## src/hw/rtl/ookenc_pkg.sv

```systemverilog
// shared types and constants for the ook remote code pulse encoder
`timescale 1ns / 1ps
`default_nettype none
package ookenc_pkg;

    // fixed field widths
    localparam int CODE_W   = 12;
    localparam int UNIT_W   = 16;
    localparam int GAP_W    = 24;
    localparam int REPEAT_W = 8;
    localparam int TICK_W   = 24;
    localparam int CFG_W    = 24;
    localparam int CFG_IDX_W = 2;

    // configuration register indexes
    localparam logic [CFG_IDX_W-1:0] REG_UNIT_TICKS   = 2'd0;
    localparam logic [CFG_IDX_W-1:0] REG_GAP_TICKS    = 2'd1;
    localparam logic [CFG_IDX_W-1:0] REG_REPEAT_COUNT = 2'd2;

    // configuration reset values
    localparam logic [UNIT_W-1:0]   UNIT_TICKS_RST   = 16'd350;
    localparam logic [GAP_W-1:0]    GAP_TICKS_RST    = 24'd100000;
    localparam logic [REPEAT_W-1:0] REPEAT_COUNT_RST = 8'd4;

    // input beat commands
    localparam logic CMD_TICK  = 1'b0;
    localparam logic CMD_START = 1'b1;

    typedef struct packed {
        logic [UNIT_W-1:0]   unit_ticks;
        logic [GAP_W-1:0]    gap_ticks;
        logic [REPEAT_W-1:0] repeat_count;
    } cfg_t;

    typedef struct packed {
        logic              cmd;
        logic [CODE_W-1:0] code;
    } item_t;

    typedef struct packed {
        logic pin_level;
        logic busy_res;
        logic start_ignored;
        logic last_frame_done;
    } result_t;

endpackage
`default_nettype wire

```

## src/hw/rtl/ookenc_item_if.sv

```systemverilog
// input channel: start/tick commands with the code to send
`timescale 1ns / 1ps
`default_nettype none
interface ookenc_item_if;
    logic                         valid;
    logic                         ready;
    logic                         cmd;
    logic [ookenc_pkg::CODE_W-1:0] code;

    modport source (output valid, output cmd, output code, input ready);
    modport sink   (input valid, input cmd, input code, output ready);
endinterface
`default_nettype wire

```

## src/hw/rtl/ookenc_result_if.sv

```systemverilog
// output channel: pin level and status per beat
`timescale 1ns / 1ps
`default_nettype none
interface ookenc_result_if;
    logic valid;
    logic ready;
    logic pin_level;
    logic busy_res;
    logic start_ignored;
    logic last_frame_done;

    modport source (output valid, output pin_level, output busy_res,
                    output start_ignored, output last_frame_done, input ready);
    modport sink   (input valid, input pin_level, input busy_res,
                    input start_ignored, input last_frame_done, output ready);
endinterface
`default_nettype wire

```

## src/hw/rtl/ookenc_cfg.sv

```systemverilog
// configuration register file
`timescale 1ns / 1ps
`default_nettype none
module ookenc_cfg (
    input  wire logic                              clk,
    input  wire logic                              rst_n,
    input  wire logic                              cfg_we,
    input  wire logic [ookenc_pkg::CFG_IDX_W-1:0]  cfg_index,
    input  wire logic [ookenc_pkg::CFG_W-1:0]      cfg_wdata,
    output ookenc_pkg::cfg_t                       cfg
);

    ookenc_pkg::cfg_t cfg_reg;
    ookenc_pkg::cfg_t cfg_next;

    // decode one register write
    always_comb
    begin
        cfg_next = cfg_reg;
        if (cfg_we)
        begin
            case (cfg_index)
                ookenc_pkg::REG_UNIT_TICKS:
                    cfg_next.unit_ticks = cfg_wdata[ookenc_pkg::UNIT_W-1:0];
                ookenc_pkg::REG_GAP_TICKS:
                    cfg_next.gap_ticks = cfg_wdata[ookenc_pkg::GAP_W-1:0];
                ookenc_pkg::REG_REPEAT_COUNT:
                    cfg_next.repeat_count = cfg_wdata[ookenc_pkg::REPEAT_W-1:0];
                default:
                    cfg_next = cfg_reg;
            endcase
        end
    end

    always_ff @(posedge clk or negedge rst_n)
    begin
        if (!rst_n)
        begin
            cfg_reg.unit_ticks   <= ookenc_pkg::UNIT_TICKS_RST;
            cfg_reg.gap_ticks    <= ookenc_pkg::GAP_TICKS_RST;
            cfg_reg.repeat_count <= ookenc_pkg::REPEAT_COUNT_RST;
        end
        else
        begin
            cfg_reg <= cfg_next;
        end
    end

    assign cfg = cfg_reg;

endmodule
`default_nettype wire

```

## src/hw/rtl/ookenc_in_stage.sv

```systemverilog
// input register stage for command beats
`timescale 1ns / 1ps
`default_nettype none
module ookenc_in_stage (
    input  wire logic               clk,
    input  wire logic               rst_n,
    input  wire logic               up_valid,
    output logic                    up_ready,
    input  wire ookenc_pkg::item_t  up_item,
    output logic                    down_valid,
    input  wire logic               down_ready,
    output ookenc_pkg::item_t       down_item
);

    logic              valid_reg;
    logic              valid_next;
    ookenc_pkg::item_t item_reg;

    // take a new beat whenever the held one leaves or none is held
    assign up_ready   = !valid_reg || down_ready;
    assign valid_next = up_ready ? up_valid : valid_reg;

    always_ff @(posedge clk or negedge rst_n)
    begin
        if (!rst_n)
            valid_reg <= 1'b0;
        else
            valid_reg <= valid_next;
    end

    always_ff @(posedge clk)
    begin
        if (up_ready && up_valid)
            item_reg <= up_item;
    end

    assign down_valid = valid_reg;
    assign down_item  = item_reg;

endmodule
`default_nettype wire

```

## src/hw/rtl/ookenc_core.sv

```systemverilog
// frame sequencer: preamble, bit segments, gap and repeat count
`timescale 1ns / 1ps
`default_nettype none
module ookenc_core #(
    parameter int CODE_BITS = 12
) (
    input  wire logic               clk,
    input  wire logic               rst_n,
    input  wire ookenc_pkg::cfg_t   cfg,
    input  wire logic               fire,
    input  wire ookenc_pkg::item_t  item,
    output ookenc_pkg::result_t     result
);

    localparam int BI_W  = (CODE_BITS > 1) ? $clog2(CODE_BITS) : 1;
    localparam int EXT_W = (CODE_BITS > ookenc_pkg::CODE_W) ? CODE_BITS
                                                            : ookenc_pkg::CODE_W;
    localparam logic [BI_W-1:0] TOP_BIT = BI_W'(CODE_BITS - 1);
    localparam int SEG_W = 18;

    // phase codes
    localparam logic [1:0] PH_IDLE = 2'd0;
    localparam logic [1:0] PH_PRE  = 2'd1;
    localparam logic [1:0] PH_BITS = 2'd2;
    localparam logic [1:0] PH_GAP  = 2'd3;
    localparam logic [1:0] SEG_LAST = 2'd3;

    logic [CODE_BITS-1:0]               code_bits_reg, code_bits_next;
    logic [1:0]                         phase_reg, phase_next;
    logic [BI_W-1:0]                    bit_index_reg, bit_index_next;
    logic [1:0]                         seg_index_reg, seg_index_next;
    logic                               seg_long_reg, seg_long_next;
    logic [ookenc_pkg::TICK_W-1:0]      tick_reg, tick_next;
    logic [ookenc_pkg::REPEAT_W-1:0]    frames_reg, frames_next;
    logic                               pin_reg, pin_next;

    logic [EXT_W-1:0]                   code_ext;
    logic [ookenc_pkg::UNIT_W-1:0]      unit_len;
    logic [SEG_W-1:0]                   seg_dur;
    logic [ookenc_pkg::TICK_W-1:0]      dur;
    logic [ookenc_pkg::TICK_W-1:0]      tick_inc;
    logic [ookenc_pkg::REPEAT_W-1:0]    frames_dec;
    logic [BI_W-1:0]                    enter_index;
    logic [1:0]                         enter_seg;
    logic                               enter_bit;
    logic                               enter_en;
    logic                               frame_end;
    logic                               ignored;
    logic                               done;

    // code widened or trimmed to the configured width
    always_comb
    begin
        code_ext = '0;
        code_ext[ookenc_pkg::CODE_W-1:0] = item.code;
    end

    // current segment length in ticks
    assign unit_len = (cfg.unit_ticks == '0) ? ookenc_pkg::UNIT_W'(1) : cfg.unit_ticks;
    assign seg_dur  = seg_long_reg ? ({1'b0, unit_len, 1'b0} + SEG_W'(unit_len))
                                   : SEG_W'(unit_len);
    assign tick_inc   = tick_reg + ookenc_pkg::TICK_W'(1);
    assign frames_dec = frames_reg - ookenc_pkg::REPEAT_W'(1);

    always_comb
    begin
        case (phase_reg)
            PH_PRE:  dur = ookenc_pkg::TICK_W'(unit_len);
            PH_BITS: dur = ookenc_pkg::TICK_W'(seg_dur);
            default: dur = cfg.gap_ticks;
        endcase
    end

    // next state for one beat
    always_comb
    begin
        code_bits_next = code_bits_reg;
        phase_next     = phase_reg;
        bit_index_next = bit_index_reg;
        seg_index_next = seg_index_reg;
        seg_long_next  = seg_long_reg;
        tick_next      = tick_reg;
        frames_next    = frames_reg;
        pin_next       = pin_reg;
        ignored        = 1'b0;
        done           = 1'b0;
        enter_en       = 1'b0;
        enter_index    = bit_index_reg;
        enter_seg      = seg_index_reg;
        frame_end      = 1'b0;

        if (item.cmd == ookenc_pkg::CMD_START)
        begin
            if (phase_reg != PH_IDLE)
            begin
                ignored = 1'b1;
            end
            else
            begin
                code_bits_next = code_ext[CODE_BITS-1:0];
                frames_next    = (cfg.repeat_count == '0) ? ookenc_pkg::REPEAT_W'(1)
                                                          : cfg.repeat_count;
                bit_index_next = '0;
                seg_index_next = '0;
                seg_long_next  = 1'b0;
                phase_next     = PH_PRE;
                pin_next       = 1'b1;
                tick_next      = '0;
            end
        end
        else if (phase_reg != PH_IDLE)
        begin
            if (tick_inc < dur)
            begin
                tick_next = tick_inc;
            end
            else
            begin
                case (phase_reg)
                    PH_PRE:
                    begin
                        phase_next     = PH_BITS;
                        bit_index_next = TOP_BIT;
                        seg_index_next = '0;
                        enter_en       = 1'b1;
                        enter_index    = TOP_BIT;
                        enter_seg      = '0;
                    end
                    PH_BITS:
                    begin
                        if (seg_index_reg != SEG_LAST)
                        begin
                            seg_index_next = seg_index_reg + 2'd1;
                            enter_en       = 1'b1;
                            enter_seg      = seg_index_reg + 2'd1;
                        end
                        else if (bit_index_reg != '0)
                        begin
                            bit_index_next = bit_index_reg - BI_W'(1);
                            seg_index_next = '0;
                            enter_en       = 1'b1;
                            enter_index    = bit_index_reg - BI_W'(1);
                            enter_seg      = '0;
                        end
                        else
                        begin
                            phase_next = PH_GAP;
                            pin_next   = 1'b0;
                            tick_next  = '0;
                            frame_end  = (cfg.gap_ticks == '0);
                        end
                    end
                    default:
                    begin
                        frame_end = 1'b1;
                    end
                endcase
            end
        end

        // load a bit segment: length and pin level from segment position
        enter_bit = code_bits_reg[enter_index];
        if (enter_en)
        begin
            seg_long_next = enter_bit ? !enter_seg[0] : !enter_seg[1];
            pin_next      = enter_seg[0];
            tick_next     = '0;
        end

        // frame finished: repeat or go idle
        if (frame_end)
        begin
            frames_next = frames_dec;
            tick_next   = '0;
            if (frames_dec == '0)
            begin
                phase_next = PH_IDLE;
                pin_next   = 1'b0;
                done       = 1'b1;
            end
            else
            begin
                phase_next = PH_PRE;
                pin_next   = 1'b1;
            end
        end
    end

    always_ff @(posedge clk or negedge rst_n)
    begin
        if (!rst_n)
        begin
            code_bits_reg <= '0;
            phase_reg     <= PH_IDLE;
            bit_index_reg <= '0;
            seg_index_reg <= '0;
            seg_long_reg  <= 1'b0;
            tick_reg      <= '0;
            frames_reg    <= '0;
            pin_reg       <= 1'b0;
        end
        else if (fire)
        begin
            code_bits_reg <= code_bits_next;
            phase_reg     <= phase_next;
            bit_index_reg <= bit_index_next;
            seg_index_reg <= seg_index_next;
            seg_long_reg  <= seg_long_next;
            tick_reg      <= tick_next;
            frames_reg    <= frames_next;
            pin_reg       <= pin_next;
        end
    end

    // result of this beat
    assign result.pin_level       = pin_next;
    assign result.busy_res        = (phase_next != PH_IDLE);
    assign result.start_ignored   = ignored;
    assign result.last_frame_done = done;

endmodule
`default_nettype wire

```

## src/hw/rtl/ookenc_out_stage.sv

```systemverilog
// result register with backpressure
`timescale 1ns / 1ps
`default_nettype none
module ookenc_out_stage (
    input  wire logic                 clk,
    input  wire logic                 rst_n,
    input  wire logic                 up_valid,
    output logic                      up_ready,
    input  wire ookenc_pkg::result_t  up_result,
    output logic                      down_valid,
    input  wire logic                 down_ready,
    output ookenc_pkg::result_t       down_result
);

    logic                valid_reg;
    logic                valid_next;
    ookenc_pkg::result_t result_reg;

    // load when empty or when the held beat is taken
    assign up_ready   = !valid_reg || down_ready;
    assign valid_next = up_ready ? up_valid : valid_reg;

    always_ff @(posedge clk or negedge rst_n)
    begin
        if (!rst_n)
            valid_reg <= 1'b0;
        else
            valid_reg <= valid_next;
    end

    always_ff @(posedge clk)
    begin
        if (up_ready && up_valid)
            result_reg <= up_result;
    end

    assign down_valid  = valid_reg;
    assign down_result = result_reg;

endmodule
`default_nettype wire

```

## src/hw/rtl/ook_remote_code_pulse_encoder_unit.sv

```systemverilog
// A beat is held in the input register, and its result then in the result register.
// Throughput: one beat per cycle unless the result side stalls; each beat gives one result.
// The rate is set by the single-pass frame sequencer between the input and result registers.
// Reset: rst_n async low; sequencer idle with pin low, config back to 350/100000/4.
// top level of the ook remote code pulse encoder
`timescale 1ns / 1ps
`default_nettype none
module ook_remote_code_pulse_encoder_unit #(
    parameter int CODE_BITS = 12
) (
    input  wire logic                              clk,
    input  wire logic                              rst_n,
    ookenc_item_if.sink                            item,
    ookenc_result_if.source                        result,
    input  wire logic                              cfg_we,
    input  wire logic [ookenc_pkg::CFG_IDX_W-1:0]  cfg_index,
    input  wire logic [ookenc_pkg::CFG_W-1:0]      cfg_wdata
);

    ookenc_pkg::cfg_t    cfg;
    ookenc_pkg::item_t   in_item;
    ookenc_pkg::item_t   s1_item;
    ookenc_pkg::result_t core_result;
    ookenc_pkg::result_t out_result;
    logic                s1_valid;
    logic                out_up_ready;
    logic                fire;

    assign in_item.cmd  = item.cmd;
    assign in_item.code = item.code;

    ookenc_cfg u_cfg (
        .clk       (clk),
        .rst_n     (rst_n),
        .cfg_we    (cfg_we),
        .cfg_index (cfg_index),
        .cfg_wdata (cfg_wdata),
        .cfg       (cfg)
    );

    ookenc_in_stage u_in_stage (
        .clk        (clk),
        .rst_n      (rst_n),
        .up_valid   (item.valid),
        .up_ready   (item.ready),
        .up_item    (in_item),
        .down_valid (s1_valid),
        .down_ready (out_up_ready),
        .down_item  (s1_item)
    );

    // state advances when the held beat moves into the result register
    assign fire = s1_valid && out_up_ready;

    ookenc_core #(
        .CODE_BITS (CODE_BITS)
    ) u_core (
        .clk    (clk),
        .rst_n  (rst_n),
        .cfg    (cfg),
        .fire   (fire),
        .item   (s1_item),
        .result (core_result)
    );

    ookenc_out_stage u_out_stage (
        .clk         (clk),
        .rst_n       (rst_n),
        .up_valid    (s1_valid),
        .up_ready    (out_up_ready),
        .up_result   (core_result),
        .down_valid  (result.valid),
        .down_ready  (result.ready),
        .down_result (out_result)
    );

    assign result.pin_level       = out_result.pin_level;
    assign result.busy_res        = out_result.busy_res;
    assign result.start_ignored   = out_result.start_ignored;
    assign result.last_frame_done = out_result.last_frame_done;

endmodule
`default_nettype wire

```

## src/flat_wrapper.sv

```systemverilog
// flat-port wrapper written by rule: the top's interface ports become plain ports
module ook_remote_code_pulse_encoder_unit_flat 
#(
    parameter int CODE_BITS = 12
)
  (clk, rst_n, cfg_we, cfg_index, cfg_wdata, item_valid, item_cmd, item_code, item_ready, result_valid, result_pin_level, result_busy_res, result_start_ignored, result_last_frame_done, result_ready);
  ookenc_item_if item_i ();
  ookenc_result_if result_i ();
  input  wire logic clk;
  input  wire logic rst_n;
  input  wire logic cfg_we;
  input  wire logic [ookenc_pkg::CFG_IDX_W-1:0] cfg_index;
  input  wire logic [ookenc_pkg::CFG_W-1:0] cfg_wdata;
  input wire logic [$bits(item_i.valid)-1:0] item_valid;
  input wire logic [$bits(item_i.cmd)-1:0] item_cmd;
  input wire logic [$bits(item_i.code)-1:0] item_code;
  output wire logic [$bits(item_i.ready)-1:0] item_ready;
  output wire logic [$bits(result_i.valid)-1:0] result_valid;
  output wire logic [$bits(result_i.pin_level)-1:0] result_pin_level;
  output wire logic [$bits(result_i.busy_res)-1:0] result_busy_res;
  output wire logic [$bits(result_i.start_ignored)-1:0] result_start_ignored;
  output wire logic [$bits(result_i.last_frame_done)-1:0] result_last_frame_done;
  input wire logic [$bits(result_i.ready)-1:0] result_ready;
  assign item_i.valid = item_valid;
  assign item_i.cmd = item_cmd;
  assign item_i.code = item_code;
  assign item_ready = item_i.ready;
  assign result_valid = result_i.valid;
  assign result_pin_level = result_i.pin_level;
  assign result_busy_res = result_i.busy_res;
  assign result_start_ignored = result_i.start_ignored;
  assign result_last_frame_done = result_i.last_frame_done;
  assign result_i.ready = result_ready;
  ook_remote_code_pulse_encoder_unit #(.CODE_BITS(CODE_BITS)) u_core (.clk(clk), .rst_n(rst_n), .item(item_i), .result(result_i), .cfg_we(cfg_we), .cfg_index(cfg_index), .cfg_wdata(cfg_wdata));
endmodule
```

## config.mk

```make
export PLATFORM = sky130hd
export DESIGN_NAME = ook_remote_code_pulse_encoder_unit_flat
export DESIGN_NICKNAME = d
export VERILOG_FILES = /design/src/hw/rtl/ookenc_pkg.sv /design/src/hw/rtl/ookenc_item_if.sv /design/src/hw/rtl/ookenc_result_if.sv /design/src/hw/rtl/ookenc_cfg.sv /design/src/hw/rtl/ookenc_in_stage.sv /design/src/hw/rtl/ookenc_core.sv /design/src/hw/rtl/ookenc_out_stage.sv /design/src/hw/rtl/ook_remote_code_pulse_encoder_unit.sv /design/src/flat_wrapper.sv
export SDC_FILE = /design/constraint.sdc
export NUM_CORES = 1
export LEC_CHECK = 0
export BUFFER_PORTS_ARGS = -buffer_cell sky130_fd_sc_hd__buf_2
export CORE_MARGIN = 2
export CORE_UTILIZATION = 50
export DETAILED_ROUTE_END_ITERATION = 12
export GPL_TIMING_DRIVEN = 0
export PLACE_DENSITY = 0.68
export SLEW_MARGIN = 20
export SYNTH_ARGS = -nofsm -noshare
export SYNTH_HDL_FRONTEND = slang
export SYNTH_SLANG_ARGS = --single-unit
```

## constraint.sdc

```tcl
create_clock -name clk -period 6.2 [get_ports clk]
set_input_delay 1.55 -clock clk [delete_from_list [all_inputs] [get_ports clk]]
set_output_delay 1.55 -clock clk [all_outputs]
set_load 0.02 [all_outputs]
```

==> qor.yml <==
status:
  outcome: "complete, but fails checks"
  violations: "negative setup slack"
global_route:
  use_met3_pct: 6.72
  grtUsageTotal_pct: 24.2
  grt_pass1_vias: 6224
  met1_usage_pct: 33.8
  grt_max_degree: 77
  antenna_found_initial: 0
  grt_overflow: 0
  busiest_layer: "met2"
  use_met2_pct: 36.9
  grt_pass1_wl_um: 30900
layout:
  antenna_cells: 0
  nFillCells: 1299
  synthToLayoutAreaGrowth_pct: 20.7
  fin_nets: 1022
  drive_above_1_share_pct: 26.1
  largest_reg_flops: 48
yosys:
  ys_async_sr_fraction_pct: 86.0
  synth_edf_count: 17
  yosys.cell_types.count: 75
  ys.flop_type: "dfrtp_1"
  synth_nets: 920
  yosys_warnings: 0
  syn_avg_cell_area_um2: 9.33
  netlist_instances: 821
  syn_area_um2: 7660
  ys_ff_latch: 121
  synth-seq-area-share_pct: 40.9
floorplanning:
  coreArea_um2: 15100
  die_w_um: 128
  io_pins: 50
  rows: 45
  die_height_um: 128
  die_area_um2: 16300
  start_util_pct: 50.8
detailed_routing:
  drt_wl_total_um: 19100
  first_pass_iters: 5
  viasPerCell: 5.82
  drc_errors: 0
  drt-initial-drc-count: 497
  antenna_left: 0
  vias: 6541
  drt-wirelength-per-cell_um: 17.0
placed_design:
  hpwl_um: 13500
  dp_worst_setup_slack_ns: -1.17
  portBuffers: 49
  globalplace.congestion: 0.881
timing:
  drv_slew: 0
  tns_ns: -0.177
  fmax_mhz: 157
  worstMarginPinSlew_ns: 0.779
  finClkSkew_ns: 0.00972
  rsz0062_at_grt: "true"
  finalSetupViolCount: 1
  timing.slew.headroom_pct: 47.7
  period_needed_ns: 6.38
  finalHoldViolCount: 0
  period_share_pct: 103
  worst_slack_ns: -0.177
setup_path:
  startpoint_type: "flip-flop"
  critPathMaxFanout: 6
  crit_required_ns: 6.52
  cp.arrival_ns: 6.69
  r2r_slack_ns: -0.18
  r2r_end: "u_core.u_core.seg_long_reg"
  crit_type: "flip-flop to flip-flop"
  rr_worst_depth: 27
  endpoint_kind: "flip-flop"
  timing.rr.start: "u_core.u_cfg.cfg[47]"
clocking:
  clock_sinks: 121
  cts_hold_buf: 0
  htreeDepth: 4
  clock_path_buffers: 2
  cts-root-buf: "clkbuf_16"
  tritoncts: "built"
  numCtsBuffers: 17
  clk_latency_ns: 0.43
  clk_pin_slew_ns: 0.06
min_path:
  hold_path_startpoint: "u_core.u_in_stage.down_item[8]"
  whs_path_depth: 1
  hp-class: "flip-flop to flip-flop"
  hold_end: "u_core.u_core.code_bits_reg[8]"
pwr:
  ir_drop_uv: 215
  p_leak_nw: 3.98
  power_w: 0.00315
  powerDensity_nw_per_um2: 340
job:
  maxCapViolations: 0
[kinds of logic after synthesis]
logic type	share of synthesized area [%]
AOI/OAI and AO/OA	17.9
xor gates and xnor gates	4.12
adders and majority gates	9.08
buffers and inverters	3.66
DFF	40.9
muxes	7.63
and+or+nand+nor	16.7
[cells in the final DEF, fill, tap and decap left out, drive strengths merged, types with 5 or more instances in the layout]
cell type	netlist	routed
nor3b	6	6
clkbuf	26	44
a21oi	41	41
o21a	7	7
dfrtp	91	91
a21o	7	7
nand2	100	100
buf	6	90
nand4	10	10
o21ai	90	90
nand3	24	24
dfstp	13	13
edfxtp	17	17
nand2b	6	6
xor2	10	10
nor4	11	11
ha	54	54
nor2	63	63
nor3	14	14
inv	39	45
o21bai	5	5
o211ai	11	11
nor2b	7	7
mux2	48	48
and3	6	6
xnor2	26	26
o31ai	8	8
a22oi	6	6
[routing by layer]
metal	vias up	wire (um)
met3	26	896
met1	3181	9180
met5	-	0
met2	158	8740
li1	3176	-
met4	0	307
[timing repair]
item,4_1_cts,5_1_grt
endpoints found under the setup margin,45,43
buffers inserted,6,28
pin swaps,10,46
gates cloned,0,0
gates resized for setup,23,57
[worst max path at each step]
stage	start	endpoint	slack, ns	depth (start not counted)
floorplan	u_core.u_cfg.cfg[46]	u_core.u_core.seg_long_reg	0.07	27
global placement	u_core.u_cfg.cfg[46]	u_core.u_core.seg_long_reg	-1.20	27
detailed placement	u_core.u_cfg.cfg[46]	u_core.u_core.seg_long_reg	-1.17	27
CTS	u_core.u_cfg.cfg[45]	u_core.u_core.seg_long_reg	-0.13	27
global route	u_core.u_cfg.cfg[47]	u_core.u_core.seg_long_reg	-0.49	29
finish	u_core.u_cfg.cfg[47]	u_core.u_core.seg_long_reg	-0.18	27
[cell usage after synthesis, types with 6 or more instances]
cell type	number	area, um2
o21a_1	6	45.0
nor4_1	10	62.6
nor2b_1	7	43.8
ha_1	54	676
dfrtp_1	91	2280
o21ai_0	80	400
and3_1	6	37.5
nand2_1	100	375
a22oi_1	6	45.0
nor2_1	61	229
nand3_1	24	120
nand4_1	10	62.6
mux2_2	46	518
o211ai_1	10	75.1
o31ai_1	8	60.1
a21oi_1	41	205
clkbuf_1	26	97.6
nand2b_1	6	37.5
xnor2_1	26	228
o21ai_1	9	45.0
edfxtp_1	17	510
a21o_1	7	52.6
nor3b_1	6	45.0
nor3_1	12	60.1
inv_1	39	146
xor2_1	10	87.6
dfstp_2	13	342
[per-stage QoR]
stage          util (%)  instances  instance area [um2]  hold WS (ns)
3_3_place_gp       54.0       1058                 8150         0.459
4_1_cts            59.0       1097                 8900         0.483
6_report           61.3       1124                 9250         0.478
5_1_grt            61.3       1124                 9250         0.490
2_1_floorplan         -        821                 7660         0.455
3_5_place_dp       54.2       1059                 8180         0.467
[report_power, final]
group | internal (W) | switching, W
Combinational | 0.000483 | 0.000596
Sequential | 0.000965 | 0.000128
Clock | 0.000572 | 0.000404
[cell type report]
cell class | count | area [um2] | share of cell area, %
multi-input cells | 628 | 4490 | 48.5
flip-flops and latches | 121 | 3130 | 33.8
repair buffers | 84 | 534 | 5.78
clock buffers | 19 | 443 | 4.79
well taps | 188 | 235 | 2.54
inverters | 40 | 150 | 1.62
clock inverters | 13 | 135 | 1.46
plain buffers | 31 | 135 | 1.46
[critical path, stage by stage (launching register included)]
cell and delay, ns:
dfrtp_1 0.41, inv_2 0.11, ha_4 0.13, nand4_1 0.20
nor3_4 0.27, buf_4 0.16, nor2_1 0.04, ha_1 0.32
o21ai_2 0.09, a21boi_2 0.08, o21a_1 0.19, o21a_1 0.22
o2111a_2 0.31, o31ai_4 0.29, xnor2_1 0.12, a221o_1 0.30
o21ai_1 0.08, ha_1 0.27, a21oi_2 0.15, o21ai_1 0.08
a221o_1 0.33, a211o_4 0.35, o21a_4 0.24, mux2i_4 0.18
or3b_1 0.40, a311o_1 0.40, and4_1 0.18, o41ai_2 0.35
(Power assumes the default switching activity.)
